$ cat config.mk
export PLATFORM = sky130hd
export DESIGN_NAME = http_response_deframer_unit_flat
export DESIGN_NICKNAME = d
export VERILOG_FILES = /design/src/rtl/core/hrd_pkg.sv /design/src/rtl/core/hrd_stream_if.sv /design/src/rtl/core/http_response_deframer_unit.sv /design/src/flat_wrapper.sv
export VERILOG_INCLUDE_DIRS = /design/src /design/src/rtl/core
export SDC_FILE = /design/constraint.sdc
export NUM_CORES = 1
export LEC_CHECK = 0
export BUFFER_PORTS_ARGS = -buffer_cell sky130_fd_sc_hd__buf_2
export CAP_MARGIN = 15
export CORE_ASPECT_RATIO = 0.6
export CORE_UTILIZATION = 45
export DETAILED_ROUTE_END_ITERATION = 8
export GPL_ROUTABILITY_DRIVEN = 0
export PLACE_DENSITY_LB_ADDON = 0.05
export SYNTH_ARGS = -nofsm -noshare
export SYNTH_HDL_FRONTEND = slang
export SYNTH_SLANG_ARGS = --single-unit
$ cat constraint.sdc
create_clock -name clk -period 7.2 [get_ports clk]
set_input_delay 0.36 -clock clk [delete_from_list [all_inputs] [get_ports clk]]
set_output_delay 0.36 -clock clk [all_outputs]
set_load 0.05 [all_outputs]
$ cat src/rtl/core/http_response_deframer_unit_defines.svh
// Assertion macros for the HTTP response deframer.
// Included by the top level; expects a clock named clk and a reset named arst_n.
`ifndef HTTP_RESPONSE_DEFRAMER_UNIT_DEFINES_SVH
`define HTTP_RESPONSE_DEFRAMER_UNIT_DEFINES_SVH

// Same-cycle implication.
`define HRD_ASSERT_NOW(lbl, ante, cons, msg) \
	lbl: assert property (@(posedge clk) disable iff (!arst_n) (ante) |-> (cons)) \
		else $error(msg);

// Next-cycle implication.
`define HRD_ASSERT_NEXT(lbl, ante, cons, msg) \
	lbl: assert property (@(posedge clk) disable iff (!arst_n) (ante) |=> (cons)) \
		else $error(msg);

`endif

$ cat src/rtl/core/hrd_pkg.sv
// Shared types, phase codes, framing constants and byte helpers for the
// HTTP response deframer. No dependencies.
package hrd_pkg;

	typedef logic [7:0] byte_t;
	typedef logic [2:0] phase_t;
	typedef logic [9:0] status_t;
	typedef logic [1:0] err_t;

	localparam phase_t PH_STATUS   = 3'd0;
	localparam phase_t PH_HEADERS  = 3'd1;
	localparam phase_t PH_CHUNKLEN = 3'd2;
	localparam phase_t PH_CHUNKEND = 3'd3;
	localparam phase_t PH_BODY     = 3'd4;
	localparam phase_t PH_TRAILERS = 3'd5;
	localparam phase_t PH_COMPLETE = 3'd6;

	localparam err_t ERR_NONE      = 2'd0;
	localparam err_t ERR_NO_LENGTH = 2'd1;
	localparam err_t ERR_SATURATED = 2'd2;

	// Candidate bits of the header name matcher
	localparam int CAND_CL = 0;
	localparam int CAND_TE = 1;

	localparam int ClLen      = 14;
	localparam int TeLen      = 17;
	localparam int ChunkedLen = 7;
	localparam logic [4:0] NAME_POS_MAX = 5'd31;
	localparam status_t STATUS_CONTINUE = 10'd100;
	localparam status_t STATUS_INFO_LO  = 10'd100;
	localparam status_t STATUS_INFO_HI  = 10'd200;

	localparam byte_t CH_LF    = 8'h0A;
	localparam byte_t CH_CR    = 8'h0D;
	localparam byte_t CH_COLON = 8'h3A;

	localparam logic [8*ClLen-1:0]      ClText      = "content-length";
	localparam logic [8*TeLen-1:0]      TeText      = "transfer-encoding";
	localparam logic [8*ChunkedLen-1:0] ChunkedText = "chunked";

	function automatic logic is_ws(input byte_t c);
		return c inside {8'h20, 8'h09, 8'h0A, 8'h0B, 8'h0C, 8'h0D};
	endfunction

	function automatic logic is_digit(input byte_t c);
		return c inside {[8'h30:8'h39]};
	endfunction

	function automatic byte_t to_lower(input byte_t c);
		return (c inside {[8'h41:8'h5A]}) ? byte_t'(c + 8'h20) : c;
	endfunction

	// {valid, value}
	function automatic logic [4:0] hex_val(input byte_t c);
		byte_t lc;
		lc = to_lower(c);
		if (is_digit(c))
			return {1'b1, c[3:0]};
		else if (lc inside {[8'h61:8'h66]})
			return {1'b1, 4'(lc[3:0] + 4'd9)};
		else
			return 5'd0;
	endfunction

	function automatic byte_t cl_char(input logic [4:0] pos);
		int idx;
		idx = ClLen - 1 - int'(pos);
		if (int'(pos) >= ClLen)
			return 8'h00;
		return ClText[8*idx +: 8];
	endfunction

	function automatic byte_t te_char(input logic [4:0] pos);
		int idx;
		idx = TeLen - 1 - int'(pos);
		if (int'(pos) >= TeLen)
			return 8'h00;
		return TeText[8*idx +: 8];
	endfunction

	function automatic byte_t chunked_char(input logic [4:0] pos);
		int idx;
		idx = ChunkedLen - 1 - int'(pos);
		if (int'(pos) >= ChunkedLen)
			return 8'h00;
		return ChunkedText[8*idx +: 8];
	endfunction

	function automatic err_t err_max(input err_t a, input err_t b);
		return (b > a) ? b : a;
	endfunction

endpackage

$ cat src/rtl/core/hrd_stream_if.sv
// Valid/ready channel interfaces of the HTTP response deframer.
// Depends on hrd_pkg for the payload types.
interface hrd_in_if import hrd_pkg::*; ();
	logic  valid;
	logic  ready;
	byte_t byte_in;
	logic  start_req;

	modport source (output valid, byte_in, start_req, input ready);
	modport sink   (input valid, byte_in, start_req, output ready);
endinterface

interface hrd_out_if import hrd_pkg::*; ();
	logic    valid;
	logic    ready;
	logic    body_valid;
	byte_t   body_byte;
	phase_t  phase;
	status_t http_status;
	err_t    error_code;

	modport source (output valid, body_valid, body_byte, phase, http_status, error_code,
		input ready);
	modport sink   (input valid, body_valid, body_byte, phase, http_status, error_code,
		output ready);
endinterface

$ cat src/rtl/core/http_response_deframer_unit.sv
// Channel   | dir | payload
// stream    | in  | byte_in[7:0], start_req
// result    | out | body_valid, body_byte[7:0], phase[2:0], http_status[9:0], error_code[1:0]
//
// One result per request; a request enters every cycle while the result is not
// stalled. A request passes the input register, then the parser state and result
// register, which update together.
// arst_n clears the parser to the status-line phase and empties both registers.
// A stalled result holds; the input register still takes one more request.
// Depends on hrd_pkg, hrd_stream_if and the defines header.
`include "http_response_deframer_unit_defines.svh"

module http_response_deframer_unit import hrd_pkg::*; #(
	parameter int LEN_BITS = 32
) (
	input  logic               clk,
	input  logic               arst_n,
	hrd_in_if.sink             stream,
	hrd_out_if.source          result
);

	localparam logic [LEN_BITS-1:0] LenMax = '1;

	// input stage
	logic  valid_s1;
	byte_t byte_s1;
	logic  start_s1;

	// parser state
	phase_t              phase_q;
	status_t             status_q;
	logic [1:0]          sline_step_q;
	logic                chunked_mode_q;
	logic [LEN_BITS-1:0] bytes_left_q;
	logic [4:0]          name_pos_q;
	logic [1:0]          cand_q;
	logic [1:0]          value_step_q;
	logic [LEN_BITS-1:0] length_q;
	logic                length_seen_q;
	logic                chunked_seen_q;
	logic                line_empty_q;
	err_t                err_q;

	// result register
	logic    out_valid_q;
	logic    body_valid_q;
	byte_t   body_byte_q;
	phase_t  phase_out_q;
	status_t status_out_q;
	err_t    err_out_q;

	logic advance;
	logic fire;

	// next-state values
	phase_t              nx_phase;
	status_t             nx_status;
	logic [1:0]          nx_sline;
	logic                nx_cmode;
	logic [LEN_BITS-1:0] nx_left;
	logic [4:0]          nx_pos;
	logic [1:0]          nx_cand;
	logic [1:0]          nx_vstep;
	logic [LEN_BITS-1:0] nx_len;
	logic                nx_lseen;
	logic                nx_cseen;
	logic                nx_lempty;
	err_t                nx_err;
	logic                nx_bvalid;

	assign advance      = !out_valid_q || result.ready;
	assign fire         = valid_s1 && advance;
	assign stream.ready = !valid_s1 || advance;

	always_comb begin
		phase_t              ph;
		status_t             sv;
		logic [1:0]          sls;
		logic                cm;
		logic [LEN_BITS-1:0] bl;
		logic [4:0]          np;
		logic [1:0]          cand;
		logic [1:0]          vs;
		logic [LEN_BITS-1:0] lv;
		logic                ls;
		logic                cs;
		logic                le;
		err_t                ef;
		byte_t               c;
		byte_t               lc;
		logic                ws;
		logic [1:0]          fl_cand;
		logic                fl_ls;
		logic                fl_cs;
		logic [LEN_BITS-1:0] fl_bl;
		logic [1:0]          closed;
		logic [LEN_BITS+3:0] prod10;
		logic [LEN_BITS-1:0] sum16;
		logic                ovf16;
		logic [4:0]          hv;
		logic                do_digit;
		logic                in_value;

		c  = byte_s1;
		lc = to_lower(byte_s1);
		ws = is_ws(byte_s1);
		hv = hex_val(byte_s1);

		// a start request restarts the parser before this byte
		if (start_s1) begin
			ph = PH_STATUS; sv = '0; sls = '0; cm = 1'b0; bl = '0; np = '0;
			cand = 2'b11; vs = '0; lv = '0; ls = 1'b0; cs = 1'b0; le = 1'b1;
			ef = ERR_NONE;
		end else begin
			ph = phase_q; sv = status_q; sls = sline_step_q; cm = chunked_mode_q;
			bl = bytes_left_q; np = name_pos_q; cand = cand_q; vs = value_step_q;
			lv = length_q; ls = length_seen_q; cs = chunked_seen_q; le = line_empty_q;
			ef = err_q;
		end

		// header flush as seen from the state before this byte
		closed = cand;
		if (np != 5'(ClLen)) closed[CAND_CL] = 1'b0;
		if (np != 5'(TeLen)) closed[CAND_TE] = 1'b0;
		fl_cand = (vs == 2'd0) ? closed : cand;
		fl_bl   = fl_cand[CAND_CL] ? lv : bl;
		fl_ls   = fl_cand[CAND_CL] ? 1'b1 : ls;
		fl_cs   = fl_cand[CAND_TE] ? (vs == 2'd2 && np == 5'(ChunkedLen)) : cs;

		// hex accumulate (chunk length line)
		ovf16 = (lv[LEN_BITS-1 -: 4] != 4'd0);
		sum16 = {lv[LEN_BITS-5:0], hv[3:0]};

		nx_phase = ph; nx_status = sv; nx_sline = sls; nx_cmode = cm; nx_left = bl;
		nx_pos = np; nx_cand = cand; nx_vstep = vs; nx_len = lv; nx_lseen = ls;
		nx_cseen = cs; nx_lempty = le; nx_err = ef; nx_bvalid = 1'b0;
		prod10 = '0;
		do_digit = 1'b0;
		in_value = 1'b0;

		if (ph == PH_BODY) begin
			if (bl != '0) begin
				nx_bvalid = 1'b1;
				nx_left   = bl - LEN_BITS'(1);
			end
			if (nx_left == '0)
				nx_phase = cm ? PH_CHUNKEND : PH_TRAILERS;
		end else if (ph != PH_COMPLETE) begin
			if (c == CH_LF) begin
				nx_lempty = 1'b1;
				case (ph)
					PH_STATUS: begin
						nx_phase = PH_HEADERS;
						nx_cand = 2'b11; nx_pos = '0; nx_vstep = '0; nx_len = '0;
					end
					PH_HEADERS: begin
						if (le) begin
							nx_left = fl_bl; nx_lseen = fl_ls; nx_cseen = fl_cs;
							nx_cand = 2'b11; nx_pos = '0; nx_vstep = '0; nx_len = '0;
							if (sv == STATUS_CONTINUE) begin
								nx_phase = PH_STATUS; nx_status = '0; nx_sline = '0;
							end else if (sv >= STATUS_INFO_LO && sv < STATUS_INFO_HI) begin
								nx_phase = PH_TRAILERS;
							end else if (fl_cs) begin
								nx_cmode = 1'b1;
								nx_phase = PH_CHUNKLEN;
							end else if (fl_ls) begin
								nx_phase = (fl_bl != '0) ? PH_BODY : PH_TRAILERS;
							end else begin
								nx_err   = err_max(ef, ERR_NO_LENGTH);
								nx_phase = PH_COMPLETE;
							end
						end
					end
					PH_CHUNKLEN: begin
						nx_left  = lv;
						nx_cand = 2'b11; nx_pos = '0; nx_vstep = '0; nx_len = '0;
						nx_phase = (lv != '0) ? PH_BODY : PH_TRAILERS;
					end
					PH_CHUNKEND: begin
						nx_cand = 2'b11; nx_pos = '0; nx_vstep = '0; nx_len = '0;
						nx_phase = PH_CHUNKLEN;
					end
					PH_TRAILERS: nx_phase = PH_COMPLETE;
					default: ;
				endcase
			end else if (c != CH_CR) begin
				nx_lempty = 1'b0;
				case (ph)
					PH_STATUS: begin
						case (sls)
							2'd0: if (!ws) nx_sline = 2'd1;
							2'd1: if (ws) nx_sline = 2'd2;
							2'd2: if (!ws) begin
								nx_sline = 2'd3;
								do_digit = 1'b1;
							end
							default: do_digit = 1'b1;
						endcase
						if (do_digit) begin
							if (np < 5'd3 && is_digit(c)) begin
								nx_status = 10'({sv[6:0], 3'b0} + {sv[8:0], 1'b0}
									+ {6'd0, c[3:0]});
								nx_pos = 5'(np + 5'd1);
							end else begin
								nx_pos = 5'd3;
							end
						end
					end
					PH_HEADERS: begin
						// a new header line commits the previous one
						if (le && !ws) begin
							nx_left = fl_bl; nx_lseen = fl_ls; nx_cseen = fl_cs;
							np = '0; cand = 2'b11; vs = '0; lv = '0;
							nx_pos = np; nx_cand = cand; nx_vstep = vs; nx_len = lv;
						end
						if (vs == 2'd0) begin
							if (c == CH_COLON) begin
								closed = cand;
								if (np != 5'(ClLen)) closed[CAND_CL] = 1'b0;
								if (np != 5'(TeLen)) closed[CAND_TE] = 1'b0;
								nx_cand  = closed;
								nx_pos   = '0;
								nx_vstep = (closed != 2'b00) ? 2'd1 : 2'd3;
							end else begin
								if (!(np < 5'(ClLen) && lc == cl_char(np)))
									nx_cand[CAND_CL] = 1'b0;
								if (!(np < 5'(TeLen) && lc == te_char(np)))
									nx_cand[CAND_TE] = 1'b0;
								if (np < NAME_POS_MAX) nx_pos = 5'(np + 5'd1);
							end
						end else if (vs == 2'd1) begin
							if (!ws) begin
								nx_vstep = 2'd2;
								in_value = 1'b1;
							end
						end else if (vs == 2'd2) begin
							in_value = 1'b1;
						end
						if (in_value) begin
							if (cand[CAND_CL]) begin
								if (is_digit(c)) begin
									prod10 = {1'b0, lv, 3'b0} + {3'b0, lv, 1'b0}
										+ {{(LEN_BITS){1'b0}}, c[3:0]};
									if (prod10[LEN_BITS+3:LEN_BITS] != 4'd0) begin
										nx_err = err_max(ef, ERR_SATURATED);
										nx_len = LenMax;
									end else begin
										nx_len = prod10[LEN_BITS-1:0];
									end
								end else begin
									nx_vstep = 2'd3;
								end
							end else if (cand[CAND_TE]) begin
								if (np < 5'(ChunkedLen) && lc == chunked_char(np))
									nx_pos = 5'(np + 5'd1);
								else
									nx_vstep = 2'd3;
							end else begin
								nx_vstep = 2'd3;
							end
						end
					end
					PH_CHUNKLEN: begin
						if (!(vs == 2'd0 && ws)) begin
							if (vs <= 2'd1 && hv[4]) begin
								nx_vstep = 2'd1;
								if (ovf16) begin
									nx_err = err_max(ef, ERR_SATURATED);
									nx_len = LenMax;
								end else begin
									nx_len = sum16;
								end
							end else begin
								nx_vstep = 2'd3;
							end
						end
					end
					default: ;
				endcase
			end
		end
	end

	always_ff @(posedge clk or negedge arst_n) begin
		if (!arst_n) begin
			valid_s1 <= 1'b0;
		end else if (stream.ready) begin
			valid_s1 <= stream.valid;
		end
	end

	always_ff @(posedge clk) begin
		if (stream.valid && stream.ready) begin
			byte_s1  <= stream.byte_in;
			start_s1 <= stream.start_req;
		end
	end

	always_ff @(posedge clk or negedge arst_n) begin
		if (!arst_n) begin
			phase_q        <= PH_STATUS;
			status_q       <= '0;
			sline_step_q   <= '0;
			chunked_mode_q <= 1'b0;
			bytes_left_q   <= '0;
			name_pos_q     <= '0;
			cand_q         <= 2'b11;
			value_step_q   <= '0;
			length_q       <= '0;
			length_seen_q  <= 1'b0;
			chunked_seen_q <= 1'b0;
			line_empty_q   <= 1'b1;
			err_q          <= ERR_NONE;
		end else if (fire) begin
			phase_q        <= nx_phase;
			status_q       <= nx_status;
			sline_step_q   <= nx_sline;
			chunked_mode_q <= nx_cmode;
			bytes_left_q   <= nx_left;
			name_pos_q     <= nx_pos;
			cand_q         <= nx_cand;
			value_step_q   <= nx_vstep;
			length_q       <= nx_len;
			length_seen_q  <= nx_lseen;
			chunked_seen_q <= nx_cseen;
			line_empty_q   <= nx_lempty;
			err_q          <= nx_err;
		end
	end

	always_ff @(posedge clk or negedge arst_n) begin
		if (!arst_n) begin
			out_valid_q <= 1'b0;
		end else if (fire) begin
			out_valid_q <= 1'b1;
		end else if (result.ready) begin
			out_valid_q <= 1'b0;
		end
	end

	always_ff @(posedge clk) begin
		if (fire) begin
			body_valid_q <= nx_bvalid;
			body_byte_q  <= nx_bvalid ? byte_s1 : 8'h00;
			phase_out_q  <= nx_phase;
			status_out_q <= nx_status;
			err_out_q    <= nx_err;
		end
	end

	assign result.valid       = out_valid_q;
	assign result.body_valid  = body_valid_q;
	assign result.body_byte   = body_byte_q;
	assign result.phase       = phase_out_q;
	assign result.http_status = status_out_q;
	assign result.error_code  = err_out_q;

	`HRD_ASSERT_NEXT(a_fire_loads_result, fire, out_valid_q, "processed request lost its result")
	`HRD_ASSERT_NEXT(a_body_only_in_body, fire && !start_s1 && phase_q != PH_BODY, !body_valid_q, "body byte outside body phase")
	`HRD_ASSERT_NEXT(a_error_monotonic, fire && !start_s1, err_q >= $past(err_q), "error code dropped without restart")
	`HRD_ASSERT_NOW(a_chunkend_needs_mode, phase_q == PH_CHUNKEND, chunked_mode_q, "chunk end outside chunked framing")

endmodule

$ cat src/flat_wrapper.sv
// flat-port wrapper written by rule: the top's interface ports become plain ports
module http_response_deframer_unit_flat import hrd_pkg::*;
#(
	parameter int LEN_BITS = 32
)
  (clk, arst_n, stream_valid, stream_byte_in, stream_start_req, stream_ready, result_valid, result_body_valid, result_body_byte, result_phase, result_http_status, result_error_code, result_ready);
  hrd_in_if stream_i ();
  hrd_out_if result_i ();
  input  logic clk;
  input  logic arst_n;
  input wire logic [$bits(stream_i.valid)-1:0] stream_valid;
  input wire logic [$bits(stream_i.byte_in)-1:0] stream_byte_in;
  input wire logic [$bits(stream_i.start_req)-1:0] stream_start_req;
  output wire logic [$bits(stream_i.ready)-1:0] stream_ready;
  output wire logic [$bits(result_i.valid)-1:0] result_valid;
  output wire logic [$bits(result_i.body_valid)-1:0] result_body_valid;
  output wire logic [$bits(result_i.body_byte)-1:0] result_body_byte;
  output wire logic [$bits(result_i.phase)-1:0] result_phase;
  output wire logic [$bits(result_i.http_status)-1:0] result_http_status;
  output wire logic [$bits(result_i.error_code)-1:0] result_error_code;
  input wire logic [$bits(result_i.ready)-1:0] result_ready;
  assign stream_i.valid = stream_valid;
  assign stream_i.byte_in = stream_byte_in;
  assign stream_i.start_req = stream_start_req;
  assign stream_ready = stream_i.ready;
  assign result_valid = result_i.valid;
  assign result_body_valid = result_i.body_valid;
  assign result_body_byte = result_i.body_byte;
  assign result_phase = result_i.phase;
  assign result_http_status = result_i.http_status;
  assign result_error_code = result_i.error_code;
  assign result_i.ready = result_ready;
  http_response_deframer_unit #(.LEN_BITS(LEN_BITS)) u_core (.clk(clk), .arst_n(arst_n), .stream(stream_i), .result(result_i));
endmodule
Yosys cells after proc, flatten, opt, wreduce, memory -nomap -nowiden
Index checks and enable logic that the tools add are counted.
{ "totals": {"input_bits": 13, "regBits": 129, "out_inout_bits": 26, "elab_cells": 405} }
{ "classes": {"eq_ne": 28, "shift": 3, "add_sub_neg": 12, "n_lt_le_gt_ge": 19, "muxes": 287, "reduce_logical": 34} }
{ "ops": {"columns": ["op", "count"], "rows": [
  ["2-to-1 mux 32 bit", 30],
  ["2-to-1 mux 8 bit", 29],
  ["case mux 32 bit (2 select lines)", 3],
  ["2-to-1 mux 2 bit", 72],
  ["indexed part select 136 x 32 -> 8 bit, first input constant", 1],
  ["2-to-1 mux 5 bit", 23],
  ["indexed part select 112 x 32 -> 8 bit, first input constant", 1],
  ["2-to-1 mux 10 bit", 11],
  ["2-to-1 mux 1 bit", 99],
  ["nonzero test 32 bit", 3],
  ["indexed part select 56 x 32 -> 8 bit, first input constant", 1],
  ["== test 8 x 4 -> 1 bit, second input constant", 5],
  ["adder 35 x 33 -> 36 bit", 1],
  ["adder 36 x 4 -> 36 bit", 1],
  ["2-to-1 mux 3 bit", 11],
  ["zero test 32 bit", 1],
  ["subtractor 32 x 1 -> 32 bit, second input constant", 1],
  ["== test 8 bit", 3],
  ["case mux 5 bit (2 select lines)", 2],
  ["== test 8 x 6 -> 1 bit, second input constant", 2],
  [">= comparator 8 x 7 -> 1 bit, second input constant", 2],
  ["<= comparator 8 x 7 -> 1 bit, second input constant", 2],
  ["case mux 2 bit (2 select lines)", 4],
  ["case mux 3 bit (5 select lines)", 1],
  ["45 further kinds", 74]
]} }

Depth between registers and ports, before layout
Gate-level depths: netlist (run 1).
{ "depth": {"depth_word": 45, "ltp_mapped": 26, "mapped_depth_nobuf": 20} }

Least setup slack after synthesis (run 1)
No wires, ideal clock.
{ "synth_path": {"kind": "register -> register", "startpoint": "register u_core.byte_s1[0]", "endpoint": "register u_core.err_out_q[0] (netlist: u_core.result.error_code[0]) (data pin)", "n_path_buf": 6, "required_time_ps": 6942, "synth_period_minus_slack_ps": 5812, "path_stages_with_launch": 27, "setup_slack_ps": 1388, "setup_ps": 258, "arrival_time_ps": 5554, "cell_sequence": "edfxtp_1 > clkbuf_1 > inv_2 > ha_1 > or4b_4 > a21o_1 > buf_6 > buf_2 > a31oi_1 > clkbuf_1 > clkbuf_1 > nand2_1 > nand2_1 > o21ai_0 > ha_1 > inv_1 > fa_1 > nor2b_1 > o2111ai_1 > a211oi_1 > nor2_1 > o31ai_1 > a211oi_1 > nand3_1 > clkbuf_1 > a21oi_1 > o221a_2"} }
{ "synth_between": {"elab_chain_len": 25, "word_cells_on_any_way": 69, "cone_classes": "3 x add/sub; 6 x order compare; 9 x eq/ne; 41 x mux; 10 x reduce/logical"} }
{ "synth_lines": {"columns": ["element", "line", "source"], "rows": [
  ["start: declaration", "http_response_deframer_unit.sv:26", "byte_t byte_s1;"],
  ["start signal: assignment", "http_response_deframer_unit.sv:295", "byte_s1 <= stream.byte_in;"],
  ["branches (longest 22 deep; another with adder 35 x 33 -> 36 bit)", null, null],
  ["2-to-1 mux 2 bit (*)", "http_response_deframer_unit.sv:149", "if (c == CH_LF) begin"],
  ["2-to-1 mux 2 bit (*)", "http_response_deframer_unit.sv:148", "end else if (ph != PH_COMPLETE) begin"],
  ["2-to-1 mux 2 bit (*)", "http_response_deframer_unit.sv:141", "if (ph == PH_BODY) begin"],
  ["net u_core.nx_err[0]", "http_response_deframer_unit.sv:68", "err_t nx_err;"],
  ["end signal: assignment", "http_response_deframer_unit.sv:348", "err_out_q <= nx_err;"],
  ["end: declaration", "http_response_deframer_unit.sv:50", "err_t err_out_q;"]
]} }
Mark *: on every way through the listed nets, which the timed path passes. The select of a mux whose other input is x is not followed.
A chain may end at the register's enable or synchronous reset.

Worst setup path in the final report (run 1)
{ "layout_path": {"startpoint": "register u_core.byte_s1[0]", "endpoint": "register u_core.length_q[1]"} }
{ "layout_between": {"elab_chain_len": 25, "word_cells_on_any_way": 71, "cone_classes": "4 x add/sub; 6 x order compare; 9 x eq/ne; 42 x mux; 10 x reduce/logical"} }
{ "layout_lines": {"columns": ["element", "line", "source"], "rows": [
  ["branches (longest 22 deep; another with adder 35 x 33 -> 36 bit)", null, null],
  ["2-to-1 mux 32 bit (*)", "http_response_deframer_unit.sv:149", null],
  ["2-to-1 mux 32 bit (*)", "http_response_deframer_unit.sv:148", null],
  ["2-to-1 mux 32 bit (*)", "http_response_deframer_unit.sv:141", null],
  ["end signal: assignment", "http_response_deframer_unit.sv:324", "length_q <= nx_len;"],
  ["end: declaration", "http_response_deframer_unit.sv:38", "logic [LEN_BITS-1:0] length_q;"]
]} }
Mark *: on every way between the ends. The select of a mux whose other input is x is not followed.

==> results of run 1 <==
-- Yosys cell counts (all sizes together), types with 27 or more instances --
cell and count:
a21oi 172, a31oi 39, and2 41, buf 30, clkbuf 112, dfrtp 93, edfxtp 33, ha 95
inv 45, nand2 205, nand3 36, nand4 31, nor2 175, nor2b 32, nor3 71, nor4 27
o21ai 199, xnor2 30
-- what timing repair did --
| action | CTS | global route |
|---|---|---|
| endpoints found under the hold margin | 28 | 0 |
| gates resized for setup | 0 | 0 |
| hold buffers | 1 | 0 |
-- cell type report --
type                       instances  area share, %
multi-input combinational       1621           66.4
sequential                       129           21.9
timing repair buffer              87           3.62
tap                              416           3.35
clock buffer                      18           2.76
inverter                          45           1.10
clock inverter                    14          0.846
-- sequential cells by signal (all words and copies together) (netlist names), 5 cells and up --
| name | cells |
|---|---|
| u_core.length_q | 32 |
| u_core.status_q | 10 |
| u_core.name_pos_q | 5 |
| u_core.result.body_byte | 8 |
| u_core.bytes_left_q | 32 |
| u_core.result.http_status | 10 |
| u_core.byte_s1 | 8 |
-- kinds of logic after synthesis --
kind of cell	count (synthesis)	synth area share, %
buf+inv	187	5.19
simple gates	720	24.5
mux	27	1.91
flops	129	23.5
fa+ha+maj	98	8.65
xor+xnor	47	2.85
compound gates	729	33.4
-- layer usage --
layer	wire length (um)	global-route usage, %	up-vias
li1	-	-	7258
met2	22900	47.6	1036
met3	7520	10.9	109
met4	1350	9.36	4
met5	23	0	-
met1	26400	53.5	7788
-- worst register-to-register path: stages (launching register included) --
cell and delay [ps]:
sky130_fd_sc_hd__edfxtp_1 360, sky130_fd_sc_hd__buf_4 200, sky130_fd_sc_hd__inv_2 230, sky130_fd_sc_hd__ha_1 200, sky130_fd_sc_hd__or4b_4 460, sky130_fd_sc_hd__a21o_1 200
sky130_fd_sc_hd__a31oi_2 340, sky130_fd_sc_hd__buf_4 340, sky130_fd_sc_hd__and2_1 240, sky130_fd_sc_hd__ha_1 250, sky130_fd_sc_hd__ha_1 420, sky130_fd_sc_hd__and4_1 360
sky130_fd_sc_hd__nand3_1 180, sky130_fd_sc_hd__a211oi_1 650, sky130_fd_sc_hd__nor2_1 210, sky130_fd_sc_hd__o311ai_0 440, sky130_fd_sc_hd__xnor2_1 190, sky130_fd_sc_hd__nand3_1 90
sky130_fd_sc_hd__buf_4 240, sky130_fd_sc_hd__o311ai_0 380, sky130_fd_sc_hd__a21oi_1 130
-- worst paths after layout --
kind / startpoint / endpoint / slack, ps / cells after the start
max reg2reg: u_core.byte_s1[0] / u_core.length_q[1] / 970 / 20
min reg2reg: u_core.status_q[0] / u_core.status_q[0] / 480 / 2
min in group asynchronous: arst_n / u_core.sline_step_q[1] / 430 / 2
min: stream_byte_in[4] / u_core.byte_s1[4] / 80 / 1
max in group asynchronous: arst_n / u_core.bytes_left_q[28] / 5400 / 3
max: u_core.byte_s1[0] / u_core.length_q[1] / 970 / 20
-- through the flow --
stage | total power [mW] | setup slack (ps) | std cells | area (sq um) | util (%)
floorplan | 1.88 | 1390 | 1937 | 14400 | -
global placement | 2.28 | 1250 | 2297 | 15000 | 47.7
detailed placement | 2.29 | 1170 | 2297 | 15000 | 47.7
CTS | 3.16 | 1140 | 2330 | 15500 | 49.6
global route | 3.36 | 496 | 2330 | 15500 | 49.6
finish | 3.23 | 966 | 2330 | 15500 | 49.6
-- where the power goes --
part           internal [mW]  total [mW]  switching, mW
clock network          0.480       0.868          0.388
registers              0.845        1.04          0.192
logic                  0.423        1.32          0.899
total                   1.75        3.23           1.48
==> out/metrics.cfg, run 1 <==
[synthesis]
synth_fp_nets = 2048
post-synth-top-area-fraction_pct = 16.1
synth_cell_types = 96
postSynth.topFlopCell = sky130_fd_sc_hd__dfrtp_1
synth-async-reset-ratio_pct = 74.4
synth_sequential_area_ratio_pct = 23.5
mappedNetlistArea_sq_um = 14400
ys.warnings.count = 0
syn_area_per_cell_sq_um = 7.45
cell_type_with_the_highest_aggregate_area_in_the_netlist = sky130_fd_sc_hd__dfrtp_1
post_synth_inst_count = 1937
seq_cells_post_synth = 129
synthTopCellsByArea = sky130_fd_sc_hd__dfrtp_1 (16%), sky130_fd_sc_hd__ha_1 (8.2%), sky130_fd_sc_hd__edfxtp_1 (6.9%), sky130_fd_sc_hd__o21ai_0 (6.6%), sky130_fd_sc_hd__a21oi_1 (5.9%)
edff_count_synth = 33

[routing]
drcViolationCount = 0
drtPass1Iterations = 8
route.antenna.remaining_nets = 0
drt-wirelength-per-cell_um = 25.0
route.vias.total = 16200
dr.first_iter.drc_count = 2352
detail_route.wirelength_mm = 58.2
average_via_count_per_standard_cell = 6.95

[critical_path]
critPathLaunchType = register
slowest_stage = sky130_fd_sc_hd__a211oi_1
critical_path.n_buffers_inverters = 4
worstPathMaxFanout = 27
cp_slowest_stage_delay_ps = 650
timing.setup.critical_path_class = reg2reg
critPathTopFamily = compound AO/OA/AOI/OAI gates
required_arrival_time_at_the_worst_endpoint_ps = 7510
worstPathArrival_ps = 6540
endpoint_kind = register
worstPathCellList = buf_4 > inv_2 > ha_1 > or4b_4 > a21o_1 > a31oi_2 > buf_4 > and2_1 > ha_1 > ha_1 > and4_1 > nand3_1 > a211oi_1 > nor2_1 > o311ai_0 > xnor2_1 > nand3_1 > buf_4 > o311ai_0 > a21oi_1

[finish]
finish.net_count = 2012
register_area_sq_um = 3400
multiInputGateArea_sq_um = 10300
diodes = 0
final_cell_mix = sky130_fd_sc_hd__nand2_1 (205), sky130_fd_sc_hd__o21ai_0 (190), sky130_fd_sc_hd__nor2_1 (173), sky130_fd_sc_hd__a21oi_1 (171), sky130_fd_sc_hd__ha_1 (95)
layout-area-overhead-vs-synth_pct = 7.62
drive_above_1_share_pct = 9.46
layout.cells.most_common = sky130_fd_sc_hd__nand2_1
fillers = 3100

[timing]
number_of_hold_violations_in_the_final_report = 0
setup-violations-final = 0
final_max_slew_viol_count = 0
whs_ps = 84.8
relSlewSlack_pct = 16.2
timing.final.crit_period_ps = 6230
fin_crit_sh_pct = 86.6
maximum_frequency_from_static_timing_analysis_ghz = 0.160
totalNegativeSetupSlack_ps = 0
final.setup_skew_ps = 13.6
unrepaired_setup_endpoints_after_global_routing = false
worst_slew_pin_slew_ps = 1250

[clock_tree]
path_clk_slew_ps = 60
cts_sinks = 129
cts.path.max_buffers = 2
cts_root_buffer_type = sky130_fd_sc_hd__clkbuf_16
post_cts.repair.setup_buffers = 0
cts_inserted_buffers = 17
clock_tree_from_tritoncts = done
clkLatencyLatePin_ps = 460
htreeDepth = 4

[pwr]
total_leakage_power_nw = 6.48
vdd_ir_drop_max_mv = 0.165
power_per_standard_cell_area_nw_per_um2 = 208

[min_path]
hold_class = in2reg

[floorplan]
start_util_pct = 46.1
placementRows = 50
die_h_um = 141
die_width_um = 233
ioPinCount = 39
placeableCoreArea_sq_um = 31300
die_footprint_sq_um = 32800

[global_routing]
track_usage_pct = 35.5
first_pass_grt_wire_length_mm = 89.6
number_of_global_route_vias_before_repair = 14700
grt_overflow = 0
grt_start_max_net_pins = 67
antenna_found_initial = 1

[placement]
dpl_wire_length_mm = 42.1
placement.io_buffers = 38

[status]
outcome = finished clean

[job]
maxCapViolCount = 0

Power figures use the tool's default switching activity.
==> inputs of run 2 (changes only) <==
--- a/config.mk
+++ b/config.mk
@@ -9,10 +9,12 @@
 export BUFFER_PORTS_ARGS = -buffer_cell sky130_fd_sc_hd__buf_2
 export CAP_MARGIN = 15
 export CORE_ASPECT_RATIO = 0.6
+export CORE_MARGIN = 2
 export CORE_UTILIZATION = 45
 export DETAILED_ROUTE_END_ITERATION = 8
 export GPL_ROUTABILITY_DRIVEN = 0
 export PLACE_DENSITY_LB_ADDON = 0.05
+export REMOVE_ABC_BUFFERS = 1
 export SYNTH_ARGS = -nofsm -noshare
 export SYNTH_HDL_FRONTEND = slang
 export SYNTH_SLANG_ARGS = --single-unit
==> constraint.sdc (replaced) <==
create_clock -name clk -period 7.9 [get_ports clk]
set_input_delay 0.395 -clock clk [delete_from_list [all_inputs] [get_ports clk]]
set_output_delay 0.395 -clock clk [all_outputs]
set_load 0.05 [all_outputs]
==> out/metrics.cfg, run 2 (synthesized netlist as in run 1, its figures left out) <==
[clock_tree]
cts.path.max_buffers = 2
path_clk_slew_ps = 70
cts_inserted_buffers = 17
cts_root_buffer_type = sky130_fd_sc_hd__clkbuf_16
cts.repair.resized = 0
clock_tree_from_tritoncts = done
htreeDepth = 4
post_cts.repair.setup_buffers = 0
cts_sinks = 129
clkLatencyLatePin_ps = 450

[finish]
largest_registers = u_core.bytes_left_q x32, u_core.length_q x32
final_cells = 2325
fillers = 3184
layout.cells.most_common = sky130_fd_sc_hd__nand2_1
multiInputGateArea_sq_um = 10300
diodes = 0
layout-area-overhead-vs-synth_pct = 7.61
drive_above_1_share_pct = 9.27
stdcell_area_sq_um = 15500
register_area_sq_um = 3400
final_cell_mix = sky130_fd_sc_hd__nand2_1 (205), sky130_fd_sc_hd__o21ai_0 (190), sky130_fd_sc_hd__nor2_1 (173), sky130_fd_sc_hd__a21oi_1 (171), sky130_fd_sc_hd__ha_1 (95)
finish.net_count = 2007
finish.utilization_pct = 49.5

[timing]
worst_slew_pin_slew_ps = 1240
final.setup_skew_ps = 14.9
unrepaired_setup_endpoints_after_global_routing = false
final_max_slew_viol_count = 0
setup-violations-final = 0
totalNegativeSetupSlack_ps = 0
relSlewSlack_pct = 17.2
maximum_frequency_from_static_timing_analysis_ghz = 0.141
timing.final.crit_period_ps = 7110
number_of_hold_violations_in_the_final_report = 0
whs_ps = 121
fin_crit_sh_pct = 90.0

[min_path]
hold_class = in2reg
min_delay_path_depth = 1
whs_endpoint = u_core.byte_s1[6]
hold_path_startpoint = stream_byte_in[6]

[floorplan]
placementRows = 50
ioPinCount = 39
die_footprint_sq_um = 33600
die_width_um = 235
placeableCoreArea_sq_um = 31400
start_util_pct = 46.0
die_h_um = 143

[routing]
drcViolationCount = 0
drt-wirelength-per-cell_um = 24.9
drtPass1Iterations = 7
dr.first_iter.drc_count = 2616
route.antenna.remaining_nets = 0
average_via_count_per_standard_cell = 6.92
route.vias.total = 16100
detail_route.wirelength_mm = 58.0

[pwr]
p_comb_share_pct = 40.1
total_leakage_power_nw = 6.47
net-switching-power_mw = 1.34
internal_power_mw = 1.63
sw_frac_of_total_pct = 45.2
vdd_ir_drop_max_mv = 0.180
part_of_the_total_power_dissipated_in_the_clock_network_pct = 28.2
p_seq_share_pct = 31.7
power_per_standard_cell_area_nw_per_um2 = 191

[critical_path]
worstPathArrival_ps = 7420
r2r_cells = 21
worst_r2r_startpoint = u_core.byte_s1[0]
worstPathMaxFanout = 16
regToRegSetupSlack_ps = 790
required_arrival_time_at_the_worst_endpoint_ps = 8210
timing.setup.critical_path_class = reg2reg
endpoint_kind = register
critPathLaunchType = register
reg2reg_to = u_core.length_q[2]

[global_routing]
grt_start_max_net_pins = 76
grt_overflow = 0
track_usage_pct = 34.2
antenna_found_initial = 0
first_pass_grt_wire_length_mm = 89.3
number_of_global_route_vias_before_repair = 14400

[placement]
placedCellCount = 2292
dpl_wire_length_mm = 42.1
placement.io_buffers = 38
postPlaceCellArea_sq_um = 14900

[job]
maxCapViolCount = 0

[status]
outcome = finished clean

==> run 2: cell types whose count changed in the layout (fill, tap and decap cells not counted) <==
cell,change
sky130_fd_sc_hd__inv_8,+2
sky130_fd_sc_hd__bufinv_16,+1
sky130_fd_sc_hd__clkbuf_1,-1
sky130_fd_sc_hd__clkinv_2,-1
sky130_fd_sc_hd__buf_4,-5
sky130_fd_sc_hd__clkinvlp_4,-1
==> run 2: metrics by stage <==
stage / setup slack, ps / power, mW
after floorplan: 443 / 1.66
after global placement: 1140 / 2.07
final: 792 / 2.97
after global routing: 347 / 3.10
after CTS: 962 / 2.91
after detailed placement: 998 / 2.08
==> run 2: worst max path at each step <==
stage / start / end / slack [ps] / depth (start not counted)
CTS: u_core.byte_s1[0] / u_core.length_q[2] / 960 / 21
global placement: u_core.byte_s1[0] / u_core.length_q[2] / 1140 / 21
global route: u_core.byte_s1[0] / u_core.length_q[26] / 350 / 21
finish: u_core.byte_s1[0] / u_core.length_q[2] / 790 / 21
detailed placement: u_core.byte_s1[0] / u_core.length_q[26] / 1000 / 21
floorplan: u_core.start_s1 / u_core.length_q[1] / 440 / 17
==> run 2: layer usage <==
layer  track usage, %  wire length (um)  vias to the layer above
li1                 -                 -                     7249
met1             53.4             27400                     7731
met2             43.6             21400                     1028
met3             11.7              8350                       89
met4             7.27               802                        0
met5                0                 0                        -
==> run 2: power groups by stage <==
stage,Combinational [mW],Clock (mW),Sequential [mW]
after floorplan,0.732,0,0.933
after global placement,1.13,0,0.941
after detailed placement,1.13,0,0.942
after CTS,1.14,0.843,0.930
after global routing,1.28,0.870,0.950
final,1.19,0.839,0.944
==> run 2: what timing repair did <==
action / CTS / global route
hold buffers: 1 / 0
hold endpoints to repair: 29 / 0
setup endpoints to repair: 0 / 0
==> run 2: final cells by class <==
class | instances | share of cell area (%)
multi-input combinational | 1621 | 66.5
sequential | 129 | 21.9
timing repair buffer | 82 | 3.38
inverter | 45 | 1.10
tap | 416 | 3.35
clock inverter | 15 | 1.10
clock buffer | 17 | 2.74
==> run 2: critical path: stages, from the launching register on <==
cell and delay, ps:
sky130_fd_sc_hd__edfxtp_1 630, sky130_fd_sc_hd__inv_2 320, sky130_fd_sc_hd__ha_1 180, sky130_fd_sc_hd__or4b_4 450
sky130_fd_sc_hd__a21o_1 190, sky130_fd_sc_hd__a31oi_2 730, sky130_fd_sc_hd__nand2_1 220, sky130_fd_sc_hd__nand2_1 110
sky130_fd_sc_hd__o21ai_0 90, sky130_fd_sc_hd__ha_1 340, sky130_fd_sc_hd__inv_1 60, sky130_fd_sc_hd__fa_1 450
sky130_fd_sc_hd__nor2b_1 190, sky130_fd_sc_hd__o2111ai_1 210, sky130_fd_sc_hd__a211oi_1 510, sky130_fd_sc_hd__nor2_1 200
sky130_fd_sc_hd__o311ai_0 440, sky130_fd_sc_hd__xnor2_1 200, sky130_fd_sc_hd__nand3_1 650, sky130_fd_sc_hd__buf_4 410
sky130_fd_sc_hd__o31ai_1 280, sky130_fd_sc_hd__nand2_1 90
